===== config.mk =====
export PLATFORM = sky130hd
export DESIGN_NAME = spi_master_message_handshake_unit
export DESIGN_NICKNAME = d
export VERILOG_FILES = /design/src/rtl/smhu_pkg.sv /design/src/rtl/smhu_front.sv /design/src/rtl/smhu_queue.sv /design/src/rtl/smhu_back.sv /design/src/rtl/spi_master_message_handshake_unit.sv
export SDC_FILE = /design/constraint.sdc
export NUM_CORES = 1
export LEC_CHECK = 0
export BUFFER_PORTS_ARGS = -buffer_cell sky130_fd_sc_hd__buf_2
export CORE_ASPECT_RATIO = 2
export CORE_UTILIZATION = 40
export CTS_CLUSTER_SIZE = 20
export DETAILED_ROUTE_END_ITERATION = 10
export MAX_ROUTING_LAYER = met4
export PLACE_DENSITY = 0.69
export SETUP_SLACK_MARGIN = 0.15
export SYNTH_ARGS = -nofsm -noshare
export SYNTH_HDL_FRONTEND = slang
export SYNTH_SLANG_ARGS = --single-unit

===== constraint.sdc =====
create_clock -name clk_i -period 6.65 [get_ports clk_i]
set_input_delay 1.33 -clock clk_i [delete_from_list [all_inputs] [get_ports clk_i]]
set_output_delay 1.33 -clock clk_i [all_outputs]
set_load 0.02 [all_outputs]

===== src/rtl/smhu_pkg.sv =====
// ----------------------------------------------------------------------------
// SPI master message handshake package
// Shared event, phase and action codes plus the job record that passes from
// the event front end to the result back end.
// ----------------------------------------------------------------------------
package smhu_pkg;

  // Number of bytes in a message header: four length bytes, two port bytes.
  localparam int unsigned HEADER_BYTES = 6;

  // Timeout register value after reset.
  localparam logic [15:0] TIMEOUT_RESET = 16'd1000;

  // Input events.
  typedef enum logic [2:0] {
    CMD_IRQ_FALL = 3'd0,
    CMD_IRQ_RISE = 3'd1,
    CMD_SEND_REQ = 3'd2,
    CMD_XFER_DONE = 3'd3,
    CMD_HDR_BYTE = 3'd4,
    CMD_TICK = 3'd5
  } cmd_e;

  // Controller phases.
  typedef enum logic [3:0] {
    PH_IDLE = 4'd0,
    PH_SEND_CMD = 4'd1,
    PH_SEND_WAIT = 4'd2,
    PH_SEND_MSG = 4'd3,
    PH_SEND_DONE = 4'd4,
    PH_RX_WAIT_CMD = 4'd5,
    PH_RX_CMD = 4'd6,
    PH_RX_WAIT_MSG = 4'd7,
    PH_RX_MSG = 4'd8,
    PH_IDLE_WAIT = 4'd9
  } phase_e;

  // Actions reported with each result.
  typedef enum logic [2:0] {
    ACT_NONE = 3'd0,
    ACT_TX_HDR = 3'd1,
    ACT_TX_MSG = 3'd2,
    ACT_RX_HDR = 3'd3,
    ACT_RX_MSG = 3'd4
  } action_e;

  // One classified event. A header job carries the send port and length,
  // which the back end slices into six header bytes.
  typedef struct packed {
    action_e     action;
    logic        send_complete;
    logic        recv_complete;
    logic [15:0] port;
    logic [31:0] length;
    phase_e      state;
  } job_t;

  // Chip select is driven low while a transfer phase is active.
  function automatic logic cs_level(phase_e ph);
    logic cs;
    cs = 1'b1;
    if (ph == PH_SEND_CMD || ph == PH_SEND_MSG || ph == PH_RX_CMD || ph == PH_RX_MSG) begin
      cs = 1'b0;
    end
    return cs;
  endfunction

endpackage


===== src/rtl/smhu_front.sv =====
// ----------------------------------------------------------------------------
// SPI master message handshake front end
// Accepts one event per cycle while the job queue is not full, advances the
// handshake controller and turns each event into a job for the job queue.
// ----------------------------------------------------------------------------
module smhu_front import smhu_pkg::*; (
  input  logic        clk_i,
  input  logic        rst_ni,
  input  logic        in_valid_i,
  output logic        in_ready_o,
  input  logic [2:0]  cmd_i,
  input  logic [15:0] port_i,
  input  logic [31:0] length_i,
  input  logic [7:0]  rx_byte_i,
  input  logic        cfg_we_i,
  input  logic [15:0] cfg_wdata_i,
  input  logic        queue_full_i,
  output logic        push_o,
  output job_t        job_o
);

  phase_e      phase_q, phase_d;
  logic        irq_q, irq_d;
  logic [2:0]  idx_q, idx_d;
  logic [15:0] tmo_q, tmo_d;
  logic [31:0] send_len_q, send_len_d;
  logic [15:0] ticks_q;
  logic [7:0]  hdr_q [HEADER_BYTES];
  logic        hdr_load_tx;
  logic        hdr_load_rx;
  logic        in_fire;
  cmd_e        cmd;
  logic [31:0] parsed_len;
  logic [15:0] parsed_port;
  logic [47:0] hdr_tx_word;

  assign in_ready_o = ~queue_full_i;
  assign in_fire    = in_valid_i & ~queue_full_i;
  assign push_o     = in_fire;
  assign cmd        = cmd_e'(cmd_i);

  assign parsed_len  = {hdr_q[3], hdr_q[2], hdr_q[1], hdr_q[0]};
  assign parsed_port = {hdr_q[5], hdr_q[4]};
  assign hdr_tx_word = {port_i, length_i};

  // Next-state logic of the handshake controller.
  always_comb begin
    phase_d     = phase_q;
    irq_d       = irq_q;
    idx_d       = idx_q;
    tmo_d       = tmo_q;
    send_len_d  = send_len_q;
    hdr_load_tx = 1'b0;
    hdr_load_rx = 1'b0;
    if (in_fire) begin
      unique case (cmd)
        CMD_IRQ_FALL: begin
          irq_d = 1'b0;
          if (phase_q == PH_SEND_WAIT) begin
            phase_d = PH_SEND_MSG;
          end else if (phase_q == PH_IDLE) begin
            phase_d = PH_RX_WAIT_CMD;
            tmo_d   = ticks_q;
          end else if (phase_q == PH_RX_WAIT_MSG) begin
            phase_d = PH_RX_MSG;
          end
        end
        CMD_IRQ_RISE: begin
          irq_d = 1'b1;
          if (phase_q == PH_SEND_DONE) begin
            phase_d = PH_IDLE;
          end else if (phase_q == PH_RX_WAIT_CMD) begin
            phase_d = PH_RX_CMD;
            tmo_d   = '0;
            idx_d   = '0;
          end else begin
            // An unexpected rise always drops back to idle.
            phase_d = PH_IDLE;
            tmo_d   = '0;
          end
        end
        CMD_SEND_REQ: begin
          if (phase_q == PH_IDLE && irq_q) begin
            phase_d     = PH_SEND_CMD;
            send_len_d  = length_i;
            hdr_load_tx = 1'b1;
          end
        end
        CMD_XFER_DONE: begin
          unique case (phase_q)
            PH_SEND_CMD: phase_d = PH_SEND_WAIT;
            PH_SEND_MSG: phase_d = PH_SEND_DONE;
            PH_RX_CMD:   phase_d = PH_RX_WAIT_MSG;
            PH_RX_MSG:   phase_d = PH_IDLE_WAIT;
            default:     phase_d = phase_q;
          endcase
        end
        CMD_HDR_BYTE: begin
          if (phase_q == PH_RX_CMD && idx_q < 3'(HEADER_BYTES)) begin
            hdr_load_rx = 1'b1;
            idx_d       = idx_q + 3'd1;
          end
        end
        CMD_TICK: begin
          if (phase_q == PH_RX_WAIT_CMD) begin
            if (tmo_q <= 16'd1) begin
              tmo_d   = '0;
              phase_d = PH_IDLE;
            end else begin
              tmo_d = tmo_q - 16'd1;
            end
          end
        end
        default: begin
          phase_d = phase_q;
        end
      endcase
    end
  end

  // Job contents for the event being accepted.
  always_comb begin
    job_o.action        = ACT_NONE;
    job_o.send_complete = 1'b0;
    job_o.recv_complete = 1'b0;
    job_o.port          = '0;
    job_o.length        = '0;
    job_o.state         = phase_d;
    unique case (cmd)
      CMD_IRQ_FALL: begin
        if (phase_q == PH_SEND_WAIT) begin
          job_o.action = ACT_TX_MSG;
          job_o.length = send_len_q;
        end else if (phase_q == PH_RX_WAIT_MSG) begin
          job_o.action = ACT_RX_MSG;
          job_o.port   = parsed_port;
          job_o.length = parsed_len;
        end
      end
      CMD_IRQ_RISE: begin
        if (phase_q == PH_SEND_DONE) begin
          job_o.send_complete = 1'b1;
        end else if (phase_q == PH_RX_WAIT_CMD) begin
          job_o.action = ACT_RX_HDR;
        end
      end
      CMD_SEND_REQ: begin
        if (phase_q == PH_IDLE && irq_q) begin
          job_o.action = ACT_TX_HDR;
          job_o.port   = port_i;
          job_o.length = length_i;
        end
      end
      CMD_XFER_DONE: begin
        if (phase_q == PH_RX_MSG) begin
          job_o.recv_complete = 1'b1;
          job_o.port          = parsed_port;
          job_o.length        = parsed_len;
        end
      end
      default: begin
        job_o.action = ACT_NONE;
      end
    endcase
  end

  // Controller state and configuration register.
  always_ff @(posedge clk_i or negedge rst_ni) begin
    if (!rst_ni) begin
      phase_q    <= PH_IDLE;
      irq_q      <= 1'b1;
      idx_q      <= '0;
      tmo_q      <= '0;
      send_len_q <= '0;
      ticks_q    <= TIMEOUT_RESET;
    end else begin
      phase_q    <= phase_d;
      irq_q      <= irq_d;
      idx_q      <= idx_d;
      tmo_q      <= tmo_d;
      send_len_q <= send_len_d;
      if (cfg_we_i) begin
        ticks_q <= cfg_wdata_i;
      end
    end
  end

  // Header byte store: loaded whole by a send, one byte at a time on receive.
  always_ff @(posedge clk_i) begin
    for (int i = 0; i < HEADER_BYTES; i++) begin
      if (hdr_load_tx) begin
        hdr_q[i] <= hdr_tx_word[i*8 +: 8];
      end else if (hdr_load_rx && idx_q == 3'(i)) begin
        hdr_q[i] <= rx_byte_i;
      end
    end
  end

endmodule


===== src/rtl/smhu_queue.sv =====
// ----------------------------------------------------------------------------
// SPI master message handshake job queue
// Small first-in first-out buffer of jobs between the front and back ends.
// ----------------------------------------------------------------------------
module smhu_queue import smhu_pkg::*; #(
  parameter int unsigned DEPTH = 4
) (
  input  logic clk_i,
  input  logic rst_ni,
  input  logic push_i,
  input  job_t push_job_i,
  output logic full_o,
  input  logic pop_i,
  output logic empty_o,
  output job_t head_o
);

  localparam int unsigned PTR_W = (DEPTH > 1) ? $clog2(DEPTH) : 1;
  localparam int unsigned CNT_W = $clog2(DEPTH + 1);

  job_t             mem_q [DEPTH];
  logic [PTR_W-1:0] wr_ptr_q, wr_ptr_d;
  logic [PTR_W-1:0] rd_ptr_q, rd_ptr_d;
  logic [CNT_W-1:0] cnt_q, cnt_d;

  assign full_o  = (cnt_q == CNT_W'(DEPTH));
  assign empty_o = (cnt_q == '0);
  assign head_o  = mem_q[rd_ptr_q];

  // Pointer and fill count update.
  always_comb begin
    wr_ptr_d = wr_ptr_q;
    rd_ptr_d = rd_ptr_q;
    cnt_d    = cnt_q;
    if (push_i) begin
      wr_ptr_d = (wr_ptr_q == PTR_W'(DEPTH - 1)) ? '0 : wr_ptr_q + PTR_W'(1);
    end
    if (pop_i) begin
      rd_ptr_d = (rd_ptr_q == PTR_W'(DEPTH - 1)) ? '0 : rd_ptr_q + PTR_W'(1);
    end
    if (push_i && !pop_i) begin
      cnt_d = cnt_q + CNT_W'(1);
    end else if (!push_i && pop_i) begin
      cnt_d = cnt_q - CNT_W'(1);
    end
  end

  always_ff @(posedge clk_i or negedge rst_ni) begin
    if (!rst_ni) begin
      wr_ptr_q <= '0;
      rd_ptr_q <= '0;
      cnt_q    <= '0;
    end else begin
      wr_ptr_q <= wr_ptr_d;
      rd_ptr_q <= rd_ptr_d;
      cnt_q    <= cnt_d;
    end
  end

  // Job storage.
  always_ff @(posedge clk_i) begin
    if (push_i) begin
      mem_q[wr_ptr_q] <= push_job_i;
    end
  end

endmodule


===== src/rtl/smhu_back.sv =====
// ----------------------------------------------------------------------------
// SPI master message handshake back end
// Drains jobs from the queue into the registered result stream, expanding a
// header job into six header byte transactions.
// ----------------------------------------------------------------------------
module smhu_back import smhu_pkg::*; (
  input  logic        clk_i,
  input  logic        rst_ni,
  input  logic        empty_i,
  input  job_t        head_i,
  output logic        pop_o,
  output logic        m_valid_o,
  input  logic        m_ready_i,
  output logic [63:0] m_data_o,
  output logic [2:0]  m_user_o,
  output logic        m_last_o
);

  logic        valid_q, valid_d;
  logic [2:0]  byte_q, byte_d;
  logic [63:0] data_q;
  logic [2:0]  user_q;
  logic        last_q;
  logic        load;
  logic        is_hdr;
  logic        hdr_end;
  logic [47:0] hdr_word;
  logic [7:0]  tx_byte;
  logic [63:0] data_d;
  logic        last_d;

  assign load     = ~empty_i & (~valid_q | m_ready_i);
  assign is_hdr   = (head_i.action == ACT_TX_HDR);
  assign hdr_end  = (byte_q == 3'(HEADER_BYTES - 1));
  assign pop_o    = load & (~is_hdr | hdr_end);
  assign hdr_word = {head_i.port, head_i.length};
  assign tx_byte  = 8'(hdr_word >> {byte_q, 3'b000});

  // Result word: accepted, chip select, tx byte, completions, port, length,
  // state from the lowest bit up.
  always_comb begin
    if (is_hdr) begin
      data_d = {head_i.state, 32'd0, 16'd0, 1'b0, 1'b0, tx_byte,
                cs_level(head_i.state), 1'b1};
      last_d = hdr_end;
    end else begin
      data_d = {head_i.state, head_i.length, head_i.port, head_i.recv_complete,
                head_i.send_complete, 8'd0, cs_level(head_i.state), 1'b0};
      last_d = 1'b1;
    end
  end

  // Valid flag and header byte counter.
  always_comb begin
    valid_d = valid_q;
    byte_d  = byte_q;
    if (load) begin
      valid_d = 1'b1;
      if (is_hdr) begin
        byte_d = hdr_end ? '0 : byte_q + 3'd1;
      end
    end else if (m_ready_i) begin
      valid_d = 1'b0;
    end
  end

  always_ff @(posedge clk_i or negedge rst_ni) begin
    if (!rst_ni) begin
      valid_q <= 1'b0;
      byte_q  <= '0;
    end else begin
      valid_q <= valid_d;
      byte_q  <= byte_d;
    end
  end

  // Output payload register.
  always_ff @(posedge clk_i) begin
    if (load) begin
      data_q <= data_d;
      user_q <= head_i.action;
      last_q <= last_d;
    end
  end

  assign m_valid_o = valid_q;
  assign m_data_o  = data_q;
  assign m_user_o  = user_q;
  assign m_last_o  = last_q;

endmodule


===== src/rtl/spi_master_message_handshake_unit.sv =====
// ----------------------------------------------------------------------------
// SPI master message handshake unit
// Handshake controller for message transfer with an IRQ-signalling SPI slave.
// ----------------------------------------------------------------------------
// Usage: each slave-side transaction carries one event (IRQ fall, IRQ rise,
// send request, transfer done, received header byte, timer tick) with the
// event code on s_axis_tuser_i. Every event yields one result transaction on
// the master side; an accepted send request yields six, the little-endian
// header bytes, the last one flagged by m_axis_tlast_o. The timeout register
// must be loaded through cfg_we_i / cfg_wdata_i only while the unit is idle;
// the unit does not enforce it. Each accepted event passes through the job
// queue and then the output register. The front end takes one event per
// cycle while the queue is not full; the back end delivers one result per
// cycle while the receiver is ready, so a send request occupies the output
// for six results. A job queue of QUEUE_DEPTH entries lets the front end keep
// accepting meanwhile; when the queue is full s_axis_tready_o drops. A stalled
// receiver holds the output and, once the queue fills, stalls the input side.
// Reset puts the controller in idle with IRQ assumed high, empties the queue
// and restores the timeout to 1000 ticks.
// ----------------------------------------------------------------------------
module spi_master_message_handshake_unit import smhu_pkg::*; #(
  parameter int unsigned QUEUE_DEPTH = 4
) (
  input  logic        clk_i,
  input  logic        rst_ni,
  input  logic        s_axis_tvalid_i,
  output logic        s_axis_tready_o,
  // port [15:0], length [47:16], rx_byte [55:48]
  input  logic [55:0] s_axis_tdata_i,
  // cmd [2:0]
  input  logic [2:0]  s_axis_tuser_i,
  input  logic        cfg_we_i,
  input  logic [15:0] cfg_wdata_i,
  output logic        m_axis_tvalid_o,
  input  logic        m_axis_tready_i,
  // accepted [0], chip_select [1], tx_byte [9:2], send_complete [10],
  // recv_complete [11], out_port [27:12], out_length [59:28], fsm_state [63:60]
  output logic [63:0] m_axis_tdata_o,
  // action [2:0]
  output logic [2:0]  m_axis_tuser_o,
  output logic        m_axis_tlast_o
);

  logic push;
  logic pop;
  logic full;
  logic empty;
  job_t push_job;
  job_t head_job;

  // Event front end.
  smhu_front u_front (
    .clk_i        (clk_i),
    .rst_ni       (rst_ni),
    .in_valid_i   (s_axis_tvalid_i),
    .in_ready_o   (s_axis_tready_o),
    .cmd_i        (s_axis_tuser_i),
    .port_i       (s_axis_tdata_i[15:0]),
    .length_i     (s_axis_tdata_i[47:16]),
    .rx_byte_i    (s_axis_tdata_i[55:48]),
    .cfg_we_i     (cfg_we_i),
    .cfg_wdata_i  (cfg_wdata_i),
    .queue_full_i (full),
    .push_o       (push),
    .job_o        (push_job)
  );

  // Job queue.
  smhu_queue #(
    .DEPTH (QUEUE_DEPTH)
  ) u_queue (
    .clk_i      (clk_i),
    .rst_ni     (rst_ni),
    .push_i     (push),
    .push_job_i (push_job),
    .full_o     (full),
    .pop_i      (pop),
    .empty_o    (empty),
    .head_o     (head_job)
  );

  // Result back end.
  smhu_back u_back (
    .clk_i     (clk_i),
    .rst_ni    (rst_ni),
    .empty_i   (empty),
    .head_i    (head_job),
    .pop_o     (pop),
    .m_valid_o (m_axis_tvalid_o),
    .m_ready_i (m_axis_tready_i),
    .m_data_o  (m_axis_tdata_o),
    .m_user_o  (m_axis_tuser_o),
    .m_last_o  (m_axis_tlast_o)
  );

  // Only header transactions may be non-final within an event's run.
  assert property (@(posedge clk_i) disable iff (!rst_ni)
    m_axis_tvalid_o && m_axis_tuser_o != ACT_TX_HDR |-> m_axis_tlast_o)
    else $error("non-header result without tlast");

  // The accepted flag marks exactly the header transactions.
  assert property (@(posedge clk_i) disable iff (!rst_ni)
    m_axis_tvalid_o |-> (m_axis_tdata_o[0] == (m_axis_tuser_o == ACT_TX_HDR)))
    else $error("accepted flag disagrees with action");

  // Header bytes go out with chip select asserted.
  assert property (@(posedge clk_i) disable iff (!rst_ni)
    m_axis_tvalid_o && m_axis_tuser_o == ACT_TX_HDR |-> !m_axis_tdata_o[1])
    else $error("header byte sent without chip select");

  // No job may be taken while the queue is empty.
  assert property (@(posedge clk_i) disable iff (!rst_ni)
    pop |-> !empty)
    else $error("pop from empty job queue");

endmodule


==> out/results.txt, run 1 <==
The final number of max-transition violations was 0. The met3 routed wirelength came out at 2430 µm. Summing all placed instances gives a cell area of 19300 µm². Post-synthesis share of cell area spent on and, or, nand and nor gates: 0.0576. The critical path class was reg -> reg. The residual overflow from global routing is 0. The run gives 0 as the number of failing hold endpoints at the final stage. The worst setup path is launched from a register.

The number of hold buffers added after CTS was 0. The die covers 45700 µm². The summed negative setup slack over all endpoints came out at 0 ns. At the pin with the least slew margin, the transition time is 0.979 ns. Counting every instance in the synthesized netlist gives 1072.

The number of setup buffers added after CTS was 0. Derived from the worst setup path, the maximum achievable clock frequency is 0.274 GHz. The first global-routing pass estimated 61400 µm of wire.

The slowest stage of the critical path is the sky130_fd_sc_hd__dfrtp_4 cell. For this run, the detailed router's first-pass iteration total came to 9. The floorplan step set the die width to 152 µm. Dominant register cell in the synthesized netlist: sky130_fd_sc_hd__edfxtp_1. Measured along the y axis, the die boundary spans 301 µm. The count of nets left with antenna violations once routing finished came out at 0. The critical path goes through mux4_2, nor3b_2, buf_4, nand2_1, and2_1, inv_1, ha_1, inv_1, fa_1, xor2_1, nor2_1, xor2_1.

The post-route cell area is 20500 µm². Initial antenna violation count: 4. The flow ran to the end, and the final reports show no timing, DRC or antenna violations. In the final routed layout, each cell accounts on average for 22.7 µm. The post-cts gate resize count is 0. For flop-to-flop paths, the worst setup slack is 3.00 ns.

Global-route usage over all layers: 0.188. The analysis attributes to net switching a power of 2840 µW. The area growth from synthesis to layout is 14.1%. The portion of total power attributed to combinational logic is 0.297, and the switching share of power is 0.320. IR analysis of the VDD net gives a maximum drop of 0.000239 V.

The worst setup path is captured at a register. The logs give 0.406 for the starting utilization of the core area and 150 for the count of pins on the block boundary. Entering global routing, the biggest net connects 68 pins.

Prior to clock tree synthesis, the placed netlist has a worst setup slack of 2.78 ns. The final route contains 9961 vias. The tools report the clock group share of total power as 0.241.

The number of nets in the finished design is 1301, and the number of filler cells placed in the layout is 3832. TritonCTS built the clock tree. The logs give 10300 for the number of global-route vias before repair and 0.00764 µW for the static leakage. The clock reaches the later pin of the worst-skew pair after 0.54 ns. The tools report the root buffer cell as sky130_fd_sc_hd__clkbuf_16. Counting cells, the worst reg-to-reg path comes to 12. The endpoint of the most critical register-to-register path is u_queue.cnt_q[2]$_DFFE_PN0P_. The fraction of final layout cells with drive strength greater than 1 is 0.329, and the mux share of post-synthesis cell area is 0.150.

For this run, the number of Yosys warnings is 0. The mean post-synth cell area came out at 16.7 µm². Port buffering added 149 buffers.

After detailed routing, the number of vias per cell comes to 5.56. The share of the synthesized area in compound gates (AO/OA/AOI/OAI) is 0.0620. After synthesis, the largest family of logic cells by area is multiplexers. The final worst-path cycle share came out at 0.550.

The final critical-path setup slack was 3.00 ns; the stage delay of the slowest cell on the critical path was 0.71 ns. The DRC violation total after the first TritonRoute iteration was 947; the post-synthesis async set-or-reset flop share was 0.194. The clock passes through at most 3 buffers. The worst-case headroom to the max-slew limit was 0.346; the worst setup skew after layout was 0.0214 ns. The adder-cell share of the synthesized area is 0.0102. In this run the critical register-to-register path is launched from u_queue.rd_ptr_q[0]$_DFFE_PN0P_. The clock drives 427 sinks.

Setup repair after global routing left no endpoint under its margin. The logs give 37 for the number of clock buffers inserted by TritonCTS and 14600 µm for the length of routed wiring on met1. The mapped netlist covers 17900 µm². After detailed routing, the number of remaining DRC violations is 0. The path class of the tightest hold or removal check is reg -> reg. The post-route minimum period came out at 3.65 ns.

For this block, the routed nets add up to 40700 µm of wire. The proportion of power drawn by flip-flops and latches was 0.462; the XOR/XNOR share of the synthesized area was 0.00244. Detailed routing placed a total of 21900 µm of wire on met2. Clock-pin slew was measured on the worst setup and hold paths at 0.06 ns. The max capacitance violation total is 0.

Detailed placement ended at an HPWL of 28200 µm. The logs give 7.09 ns for the required arrival time at the worst endpoint and 44200 µm² for the core outline area. The run gives 67 as the unique cell type count in the Yosys netlist.

In this run, synthesis inferred 344 flip-flops with an integrated enable. The areal power density over the cells was 434 nW/µm². Highest signal layer in the routed design: met4. The floorplan has 109 rows. The tools report the beginning of the critical path as u_queue.rd_ptr_q[0]$_DFFE_PN0P_. The proportion of synthesized chip area in sequential cells is 0.692. Arrival time reported for the critical path endpoint: 4.10 ns. The total of endpoints with negative setup slack in the final report is 0, and the fraction of the core area covered by cells at the end of the flow is 0.463. The critical path ends at u_queue.cnt_q[2]$_DFFE_PN0P_. In this run the number of H-tree levels came out at 2. Counting flops and latches in the post-synthesis netlist gives 427. At the end of routability-driven placement, the weighted congestion stood at 0.884. The number of nets handed over by synthesis was 1166. The internal power contribution is 6030 µW, and the largest driver fanout on the critical path is 56.
[synth_stat cells, types with 12 or more instances]
cell / n / share of area
sky130_fd_sc_hd__inv_1: 51 / 0.011
sky130_fd_sc_hd__nor3_1: 12 / 0.0033
sky130_fd_sc_hd__nor2b_1: 53 / 0.018
sky130_fd_sc_hd__clkbuf_1: 41 / 0.0086
sky130_fd_sc_hd__mux2_2: 108 / 0.068
sky130_fd_sc_hd__a22o_1: 19 / 0.0093
sky130_fd_sc_hd__a21oi_1: 22 / 0.0061
sky130_fd_sc_hd__mux4_2: 57 / 0.072
sky130_fd_sc_hd__a222oi_1: 32 / 0.018
sky130_fd_sc_hd__ha_1: 13 / 0.0091
sky130_fd_sc_hd__o22ai_1: 12 / 0.0042
sky130_fd_sc_hd__o21ai_0: 19 / 0.0053
sky130_fd_sc_hd__mux2i_1: 18 / 0.010
sky130_fd_sc_hd__dfrtp_1: 76 / 0.11
sky130_fd_sc_hd__buf_2: 12 / 0.0033
sky130_fd_sc_hd__nor2_1: 29 / 0.0061
sky130_fd_sc_hd__edfxtp_1: 344 / 0.58
sky130_fd_sc_hd__nand2_1: 30 / 0.0063
[flip-flops by register name, indices dropped and copies added (netlist names)]
| register | flops |
|---|---|
| u_queue.cnt_q | 3 |
| u_back.byte_q | 3 |
| u_back.m_user_o | 3 |
| u_back.m_valid_o | 1 |
| u_front.phase_q | 4 |
| u_front.send_len_q | 32 |
| u_queue.wr_ptr_q | 2 |
| u_front.ticks_q | 16 |
| u_queue.rd_ptr_q | 2 |
| u_front.hdr_q | 48 |
| u_back.m_data_o | 64 |
| u_queue.mem_q | 228 |
| u_front.tmo_q | 16 |
| u_back.m_last_o | 1 |
| u_front.idx_q | 3 |
| u_front.irq_q | 1 |
[metrics by stage]
step / hold slack [ns] / power [µW] / cells
finish: 0.506 / 8870 / 1792
global route: 0.515 / 9320 / 1792
CTS: 0.508 / 8980 / 1789
detailed placement: 0.494 / 6840 / 1723
global placement: 0.470 / 6780 / 1723
floorplan: 0.456 / 5940 / 1072
[critical path: cells and delay by family, from the launching register on]
family | cells | cell delay, ns
xor gates and xnor gates | 2 | 0.34
adders and majority gates | 2 | 0.61
buffers and inverters | 3 | 0.61
DFF | 1 | 0.71
muxes | 1 | 0.59
and+or+nand+nor | 4 | 0.70
[layout make-up]
class,instances,area (µm²),share of cell area
well taps,555,694,0.0340
flip-flops and latches,427,12400,0.607
repair buffers,160,831,0.0406
clock inverters,19,205,0.0100
diodes,3,7.51,0.000367
inverters,51,191,0.00936
multi-input cells,530,5120,0.250
clock buffers,47,983,0.0481
[logic make-up after synthesis]
family	Yosys count
flops	427
mux	184
simple gates	181
compound gates	146
buf+inv	115
fa+ha+maj	14
xor+xnor	5
[power groups by stage]
stage	logic, µW	clock network, µW	registers (µW)
after floorplan	1640	0	4300
final	2630	2140	4100
after detailed placement	2680	0	4160
after global routing	2860	2280	4180
after global placement	2650	0	4130
after CTS	2690	2180	4110
[cell usage in the layout, fill, tap and decap left out, drive strengths merged, types with 3 or more instances in the layout]
master and n:
edfxtp 344, buf 160, mux2 109, dfrtp 76, mux4 57, nor2b 53, inv 53, clkbuf 47
a222oi 32, nand2 30, nor2 29, a21oi 22, o21ai 21, a22o 19, mux2i 18, ha 13
nor3 13, o22ai 12, clkinv 11, nand2b 9, and3 9, dfstp 7, nand3 6, nor4 6
or4 6, o2bb2ai 5, or3 4, bufinv 4, nor3b 4, diode 3, xnor2 3, o41ai 3
and2 3, a211oi 3, a22oi 3, a32oi 3
[worst min path at each step]
| stage | startpoint | to | slack (ns) | depth (start not counted) |
|---|---|---|---|---|
| finish | u_front.ticks_q[12]$_DFFE_PN0P_ | u_front.ticks_q[12]$_DFFE_PN0P_ | 0.51 | 1 |
| global route | u_front.send_len_q[19]$_DFFE_PN0P_ | u_front.send_len_q[19]$_DFFE_PN0P_ | 0.51 | 1 |
| CTS | u_front.irq_q$_DFFE_PN1P_ | u_front.irq_q$_DFFE_PN1P_ | 0.51 | 2 |
| detailed placement | u_front.send_len_q[16]$_DFFE_PN0P_ | u_front.send_len_q[16]$_DFFE_PN0P_ | 0.49 | 1 |
| global placement | u_queue.cnt_q[2]$_DFFE_PN0P_ | u_queue.cnt_q[2]$_DFFE_PN0P_ | 0.47 | 1 |
| floorplan | u_queue.cnt_q[2]$_DFFE_PN0P_ | u_queue.cnt_q[2]$_DFFE_PN0P_ | 0.46 | 1 |
[routing by layer]
metal  track usage  vias up
li1              -     4487
met1         0.209     5040
met2         0.327      347
met3        0.0327       87
met4        0.0830        0
met5             -        -
Note: power is estimated with default switching activity, not from simulation.
==> run 2: changes to the inputs <==
==> constraint.sdc (replaced) <==
create_clock -name clk_i -period 3.8 [get_ports clk_i]
set_input_delay 0.76 -clock clk_i [delete_from_list [all_inputs] [get_ports clk_i]]
set_output_delay 0.76 -clock clk_i [all_outputs]
set_load 0.02 [all_outputs]
==> out/results.txt, run 2 (synthesis results as in run 1) <==
The number of nets in the finished design was 1313; the placed cell count was 1735. The run gives 68 as the pin count of the biggest net entering global routing. Setup repair after global routing left no endpoint under its margin. The residual overflow from global routing is 0, and the total net switching power is 5040 µW. The switching share of power was 0.322; the chip height was 301 µm.

At the worst endpoint, the required time is 4.26 ns. In this run the cell area measured after placement is 19400 µm². No sink is reached through more buffers than the 3 on the longest clock path.

In this run the worst path has a maximum fanout of 9. The depth of the most critical reg-to-reg path works out to 11. The estimated wirelength of the detail-placed design was 29000 µm; the fraction of final layout cells with drive strength greater than 1 was 0.343. For this run, design rule violations remaining after detail routing come to 0.

The length of routed wiring on met1 was 15100 µm. The clock reaches the later pin of the worst-skew pair after 0.55 ns. The post-route minimum period was 2.86 ns. Classification of the worst-slack hold path: in -> async. The remaining antenna violation count is 0, and the first-pass GRT wire length is 62200 µm. Power spread over the standard cell area amounts to 759 nW/µm². In this run the static leakage power is 0.00775 µW. In the routed layout, each cell is associated on average with a via count of 5.55. Clock group share of total power: 0.245. The detailed-route via count came out at 10000.

The worst setup path is launched from a register. Summed over all nets, wire length on met3 after detailed routing comes to 2360 µm. TritonCTS built the clock tree. The fraction of the core area covered by cells at the end of the flow was 0.467; the worst-case hold slack was 0.355 ns. The tools report the summed negative setup slack over all endpoints as 0 ns.

The tools report the post-route cell area as 20600 µm². In this run the count of I/O pins placed on the die edge is 150. The number of clock sinks is 427, and the total number of H-tree levels is 2.

The setup slack on the worst flop-to-flop path was 0.94 ns. The max capacitance violation total was 0; the global-route usage over all layers was 0.190. The root buffer cell was sky130_fd_sc_hd__clkbuf_16. The number of global-route vias before repair came out at 10200. The number of filler cells placed in the layout came out at 3838. The count of TritonRoute iterations in the first routing pass was 6; the area growth from synthesis to layout was 15.1%. The length of routed met2 wiring came out at 22500 µm. The run finished with clean final reports. The number of clock buffers inserted by TritonCTS was 37; the DRC violation total after the first TritonRoute iteration was 811.

Row generation in the floorplan step produced 109 rows. Horizontal die dimension: 152 µm. The core outline area was 44200 µm²; the global placer's final weighted congestion was 0.859.

For the proportion of power drawn by flip-flops and latches, the log shows 0.452. On the final layout, the worst clock skew is 0.0254 ns. At the pin with the least slew margin, the transition time is 0.958 ns. In this run, post-CTS repair resized a total of 0 instances.

The element type at the critical path end is a register. Ranked by flip-flop count, first place goes to u_queue.mem_q. The port buffer count was 149.

The number of failing hold endpoints at the final stage came out at 0. The most common cell after layout, fill and taps aside is sky130_fd_sc_hd__edfxtp_1. The portion of total power attributed to combinational logic is 0.304, and the detailed-route wire length per cell is 22.8 µm.

After clock tree synthesis, the flow added hold-fix buffers numbering 0. The tools report the final number of max-transition violations as 0. After clock tree synthesis, the clock-pin slew on the worst setup and hold paths is 0.07 ns. Setup violations remaining at the end of the flow were counted as 0. The die covers 45700 µm².

The tools report the number of setup buffers added after CTS as 0. Based on the critical path, the design can be clocked at up to 0.350 GHz. The initial antenna violation count came out at 6. In this run the critical register-to-register path is captured at u_queue.cnt_q[2]$_DFFE_PN0P_. The worst-case headroom to the max-slew limit came out at 0.362. The worst reg2reg path startpoint was u_queue.rd_ptr_q[0]$_DFFE_PN0P_.

The critical path is of the reg -> reg type. The logs give 41300 µm for the routed wire length and 3.32 ns for the arrival time reported for the critical path endpoint. The detailed router used layers up to and including met4.

The register with the most flip-flops in the layout has 228 of them. The highest ir drop seen on vdd came out at 0.000490 V. In the layout the commonest cells are 344 x sky130_fd_sc_hd__edfxtp_1, 148 x sky130_fd_sc_hd__buf_2, 108 x sky130_fd_sc_hd__mux2_2. The starting utilization of the core area was 0.406; the internal power contribution was 10600 µW. The final worst-path cycle share works out to 0.752. Leaving out filler cells and counting taps, the final layout contains 1808.
run 2: area by class of cell:
class	count	area [µm²]	share of cell area
diodes	5	12.5	0.000606
clock buffers	48	1070	0.0518
clock inverters	20	170	0.00825
inverters	51	191	0.00928
multi-input cells	530	5110	0.247
flip-flops and latches	427	12400	0.602
well taps	555	694	0.0337
repair buffers	172	971	0.0471
run 2: critical path, stage by stage, from the launching register on:
cell and delay [ns]:
sky130_fd_sc_hd__dfrtp_4 0.52, sky130_fd_sc_hd__mux4_2 0.54, sky130_fd_sc_hd__nor3b_2 0.22, sky130_fd_sc_hd__nand2_1 0.10, sky130_fd_sc_hd__and2_1 0.21, sky130_fd_sc_hd__inv_1 0.07
sky130_fd_sc_hd__ha_1 0.19, sky130_fd_sc_hd__inv_1 0.08, sky130_fd_sc_hd__fa_1 0.42, sky130_fd_sc_hd__xor2_1 0.17, sky130_fd_sc_hd__nor2_1 0.12, sky130_fd_sc_hd__xor2_1 0.16
run 2: through the flow:
| step | total power (µW) | setup slack, ns |
|---|---|---|
| global route | 16400 | 0.698 |
| global placement | 11900 | 0.762 |
| finish | 15700 | 0.943 |
| floorplan | 10400 | 0.412 |
| CTS | 15900 | 0.924 |
| detailed placement | 12000 | 0.666 |
run 2: worst max path at each step:
stage,startpoint,endpoint,slack [ns],depth (start not counted)
final,u_queue.rd_ptr_q[0]$_DFFE_PN0P_,u_queue.cnt_q[2]$_DFFE_PN0P_,0.94,11
after CTS,u_queue.rd_ptr_q[0]$_DFFE_PN0P_,u_queue.cnt_q[2]$_DFFE_PN0P_,0.92,11
after global placement,s_axis_tuser_i[1],u_queue.mem_q[0][25]$_DFFE_PP_,0.76,6
after floorplan,m_axis_tready_i,u_queue.cnt_q[1]$_DFFE_PN0P_,0.41,8
after global routing,u_queue.cnt_q[0]$_DFFE_PN0P_,u_queue.cnt_q[1]$_DFFE_PN0P_,0.70,8
after detailed placement,s_axis_tuser_i[1],u_queue.mem_q[2][21]$_DFFE_PP_,0.67,6
run 2: power groups by stage:
| stage | Sequential (µW) | Combinational [µW] | Clock [µW] |
|---|---|---|---|
| after floorplan | 7500 | 2880 | 0 |
| after global placement | 7130 | 4790 | 0 |
| after detailed placement | 7190 | 4850 | 0 |
| after CTS | 7090 | 4860 | 3910 |
| after global routing | 7200 | 5160 | 4060 |
| final | 7080 | 4760 | 3830 |
run 2: metal layers:
layer	GRT usage	up-vias
met5	-	-
met3	0.0247	78
met1	0.217	5061
met4	0.0707	0
li1	-	4513
met2	0.335	384
==> run 3: changes to the inputs <==
--- a/config.mk
+++ b/config.mk
@@ -5,13 +5,14 @@
 export SDC_FILE = /design/constraint.sdc
 export NUM_CORES = 1
 export LEC_CHECK = 0
+export ABC_AREA = 1
 export BUFFER_PORTS_ARGS = -buffer_cell sky130_fd_sc_hd__buf_2
 export CORE_ASPECT_RATIO = 2
 export CORE_UTILIZATION = 40
 export CTS_CLUSTER_SIZE = 20
 export DETAILED_ROUTE_END_ITERATION = 10
 export MAX_ROUTING_LAYER = met4
-export PLACE_DENSITY = 0.69
+export PLACE_DENSITY = 0.71
 export SETUP_SLACK_MARGIN = 0.15
 export SYNTH_ARGS = -nofsm -noshare
 export SYNTH_HDL_FRONTEND = slang
==> constraint.sdc (replaced) <==
create_clock -name clk_i -period 2.6 [get_ports clk_i]
set_input_delay 0.52 -clock clk_i [delete_from_list [all_inputs] [get_ports clk_i]]
set_output_delay 0.52 -clock clk_i [all_outputs]
set_load 0.02 [all_outputs]
==> out/results.txt, run 3 <==
The flow ran to the end, and the final reports show no timing, DRC or antenna violations. After floorplanning, the core was divided into 111 placement rows. The largest driver fanout on the critical path came out at 66. Entering global routing, the biggest net connects 72 pins. For the proportion of power drawn by flip-flops and latches, the log shows 0.408. After routing the design area is 21900 µm².

Setup violations remaining at the end of the flow were counted as 0. Global-route usage over all layers: 0.211. Worst reg2reg path startpoint: u_queue.rd_ptr_q[0]$_DFFE_PN0P_. For the worst setup path, the data required time is 3.00 ns. The critical path class was reg -> reg. The tools report the root buffer cell as sky130_fd_sc_hd__clkbuf_16.

The run gives 0.408 as the starting utilization of the core area. The total of flip-flops plus latches after synthesis was 427. Endpoint of the most critical register-to-register path: u_back.m_data_o[6]$_SDFFCE_PN0P_. After filler insertion, the fill cell instance count of the layout stands at 4205.

The run gives 0.000626 V as the highest ir drop seen on vdd. The largest total area in the synthesized netlist belongs to sky130_fd_sc_hd__edfxtp_1. The first global-routing pass estimated 73700 µm of wire. The estimated wirelength of the detail-placed design is 34800 µm, and the number of clock sinks is 427.

Setup repair after global routing left no endpoint under its margin. 150 I/O pins were placed. The tools report the initial antenna violation count as 0. The floorplan step defined a die boundary enclosing 47800 µm². The placement-stage worst setup slack was 0.251 ns; the count of flip-flops with a built-in enable after synthesis was 344. The signal on the critical path passes through buf_4, buf_4, nand2_1, nand3_1, nand3_1, nand2_1, inv_1, nand2_1, nand2_1, a21oi_1. The post-synthesis async set-or-reset flop share was 0.194; the areal power density over the cells was 1140 nW/µm². Across all register-to-register paths, the minimum setup slack is 0.33 ns. After the last flow step, the layout net total stands at 2058.

The worst setup skew after layout is 0.0190 ns, and the instance area after placement is 20600 µm². The repair_antennas step left the layout with diodes totalling 0. DRC violation total after the first TritonRoute iteration: 1049. The fraction of final layout cells with drive strength greater than 1 was 0.157. u_queue.mem_q holds more flip-flops than any other register.

Synthesis produced a netlist whose cell count is 1791. For this run, the leading register cell type out of synthesis is sky130_fd_sc_hd__edfxtp_1. TritonCTS built the clock tree. The detailed-route wire length per cell was 18.5 µm; the final critical-path setup slack was 0.327 ns. The logs give 3 for the maximum root-to-sink buffer count and 5 for the count of TritonRoute iterations in the first routing pass. The residual DRC count was 0; the post-synth net total was 1885. After clock tree synthesis, the clock-pin slew on the worst setup and hold paths is 0.07 ns.

Clock tree synthesis inserted a total of 38 buffers. The logs give 0 for the max capacitance violation total and 18700 µm² for the summed instance area of the synthesized netlist. Yosys attributes the largest share of cell area to sky130_fd_sc_hd__edfxtp_1 55%, sky130_fd_sc_hd__nand2_1 10%, sky130_fd_sc_hd__dfrtp_1 10%, sky130_fd_sc_hd__nand3_1 6.1%, sky130_fd_sc_hd__inv_1 4.0%. The startpoint type of the worst setup path is a register. The final layout contains routed wiring with a total length of 48400 µm. For the worst setup path, the data arrival time is 2.67 ns. During synthesis, Yosys emitted a total of 0 warnings. Summed over all nets, the switching power comes to 9430 µW.

For this design the static power due to leakage is 0.00931 µW. The maximum operating frequency is 0.440 GHz, and the internal power contribution is 15600 µW. The most common cell after layout, fill and taps aside is sky130_fd_sc_hd__nand2_1. Highest-delay cell along the critical path: sky130_fd_sc_hd__buf_4. Dominant cell type by count on the critical path: sky130_fd_sc_hd__nand2_1.

On the worst path, the slowest cell contributes a delay of 0.55 ns. The netlist uses 37 different library cells. The logs give 0.476 for the fraction of the core area covered by cells at the end of the flow and 0 for the number of failing hold endpoints at the final stage. Global routing finished with a remaining overflow of 0.

Proportion of synthesized chip area in sequential cells: 0.662. The number of global-route vias before repair came out at 13400. The horizontal die dimension was 155 µm. The total number of H-tree levels is 2, and the worst-case headroom to the max-slew limit is 0.357.

The congestion estimate from routability-driven global placement came to 0.909. The worst hold path begins at cfg_wdata_i[15]. During placement, the flow inserted port buffers numbering 149.

A synthesized cell averages 10.5 µm². By count the netlist is led by 511 x sky130_fd_sc_hd__nand2_1, 344 x sky130_fd_sc_hd__edfxtp_1, 229 x sky130_fd_sc_hd__nand3_1. The transition at the pin with the smallest max-transition slack is 0.965 ns. The detailed router placed 13300 vias in this run. The worst setup path is captured at a register. Portion of total power attributed to combinational logic: 0.357.

The worst hold path belongs to the class in -> reg. Yosys instantiated no cell more often than sky130_fd_sc_hd__nand2_1. The core region is 46000 µm².

The switching share of power was 0.377; the number of flip-flops in the largest register was 228. The final total power was 25000 µW. Leaving out fill and tap cells, the most frequent cells in the layout are 509 x sky130_fd_sc_hd__nand2_1, 344 x sky130_fd_sc_hd__edfxtp_1, 229 x sky130_fd_sc_hd__nand3_1.

Measured in cells, the most critical reg-to-reg path has a length of 10. The run gives 0.235 as the clock group share of total power. The detail route stage leaves a number of antenna-violating nets equal to 0. After routing, the total negative slack on setup checks comes to 0 ns. The die is 308 µm tall. The category of cells accounting for the largest share of critical-path delay was buffers and inverters.

The area growth from synthesis to layout was 16.7%; the clock latency at the later pin of the worst-skew pair was 0.55 ns. Via density per instance: 5.11. Counting instances, the worst hold path has a depth of 3. The worst hold path terminates at u_front.ticks_q[15]$_DFFE_PN0P_. The share of the synthesized area in the top cell type was 0.551. The final number of max-transition violations came out at 0. The final worst-path cycle share came out at 0.874. The worst path in the final design needs a cycle of 2.27 ns, including I/O delays and setup. The critical path contains buffers and inverters numbering 3 combined.
==> run 3: cell types whose count changed after synthesis, sizes merged, moves of 39 or more <==
cell	previous run	this run
nand3	6	229
nor2	29	68
inv	51	205
mux4	57	0
o21ai	21	127
nor2b	53	0
nand2	30	514
mux2	109	2
==> run 3: power groups by stage <==
stage / combinational, µW / sequential (µW) / clock, µW
3_3_place_gp: 8840 / 10300 / 0
3_5_place_dp: 8980 / 10300 / 0
2_1_floorplan: 5010 / 11000 / 0
5_1_grt: 9860 / 10400 / 6210
6_report: 8920 / 10200 / 5880
4_1_cts: 9010 / 10200 / 5970
==> run 3: cell type report <==
class	count	area, µm²	area share
repair buffers	218	1440	0.0660
inverters	206	778	0.0356
clock buffers	44	995	0.0455
flip-flops and latches	427	12400	0.568
well taps	621	777	0.0355
clock inverters	23	282	0.0129
multi-input cells	1073	5180	0.237
==> run 3: worst max path at each step <==
stage / slack (ns) / depth (start not counted) / to / startpoint
floorplan: -0.48 / 9 / u_queue.cnt_q[1]$_DFFE_PN0P_ / u_back.m_valid_o$_DFFE_PN0P_
global placement: 0.20 / 13 / u_queue.cnt_q[2]$_DFFE_PN0P_ / u_queue.rd_ptr_q[0]$_DFFE_PN0P_
detailed placement: 0.25 / 13 / u_queue.cnt_q[2]$_DFFE_PN0P_ / u_queue.rd_ptr_q[0]$_DFFE_PN0P_
CTS: 0.24 / 13 / u_queue.cnt_q[2]$_DFFE_PN0P_ / u_queue.rd_ptr_q[0]$_DFFE_PN0P_
global route: 0.17 / 10 / u_back.m_data_o[2]$_SDFFCE_PN0P_ / u_queue.rd_ptr_q[0]$_DFFE_PN0P_
finish: 0.33 / 10 / u_back.m_data_o[6]$_SDFFCE_PN0P_ / u_queue.rd_ptr_q[0]$_DFFE_PN0P_
==> run 3: repair_timing <==
| action | CTS | global route |
|---|---|---|
| hold endpoints to repair | 23 | 0 |
| hold buffers | 1 | 0 |
| setup endpoints to repair | 0 | 8 |
| buffers inserted | 0 | 1 |
| resized for setup | 0 | 6 |
==> run 3: stage by stage <==
stage,instances,hold WS (ns)
4_1_cts,2611,0.163
5_1_grt,2612,0.183
6_report,2612,0.184
3_5_place_dp,2543,0.473
3_3_place_gp,2543,0.465
2_1_floorplan,1791,0.224
==> run 3: worst register-to-register path: stages (launching register included) <==
cell,delay [ns]
sky130_fd_sc_hd__dfrtp_2,0.41
sky130_fd_sc_hd__buf_4,0.18
sky130_fd_sc_hd__buf_4,0.55
sky130_fd_sc_hd__nand2_1,0.18
sky130_fd_sc_hd__nand3_1,0.14
sky130_fd_sc_hd__nand3_1,0.17
sky130_fd_sc_hd__nand2_1,0.12
sky130_fd_sc_hd__inv_1,0.05
sky130_fd_sc_hd__nand2_1,0.14
sky130_fd_sc_hd__nand2_1,0.07
sky130_fd_sc_hd__a21oi_1,0.12
==> run 3: kinds of logic after synthesis <==
family / after synthesis / share of synthesized area
AO/OA/AOI/OAI: 219 / 0.0695
XOR/XNOR: 10 / 0.00467
adder cells (fa/ha/maj): 14 / 0.00974
buffers and inverters: 291 / 0.0655
flip-flops: 427 / 0.662
multiplexers: 2 / 0.00120
AND/OR/NAND/NOR: 828 / 0.187
==> run 3: metal layers <==
layer	up-vias	share of wire	track usage
li1	6415	-	-
met5	-	0	-
met4	0	0.068	0.140
met2	439	0.53	0.382
met1	6359	0.35	0.211
met3	127	0.051	0.0275
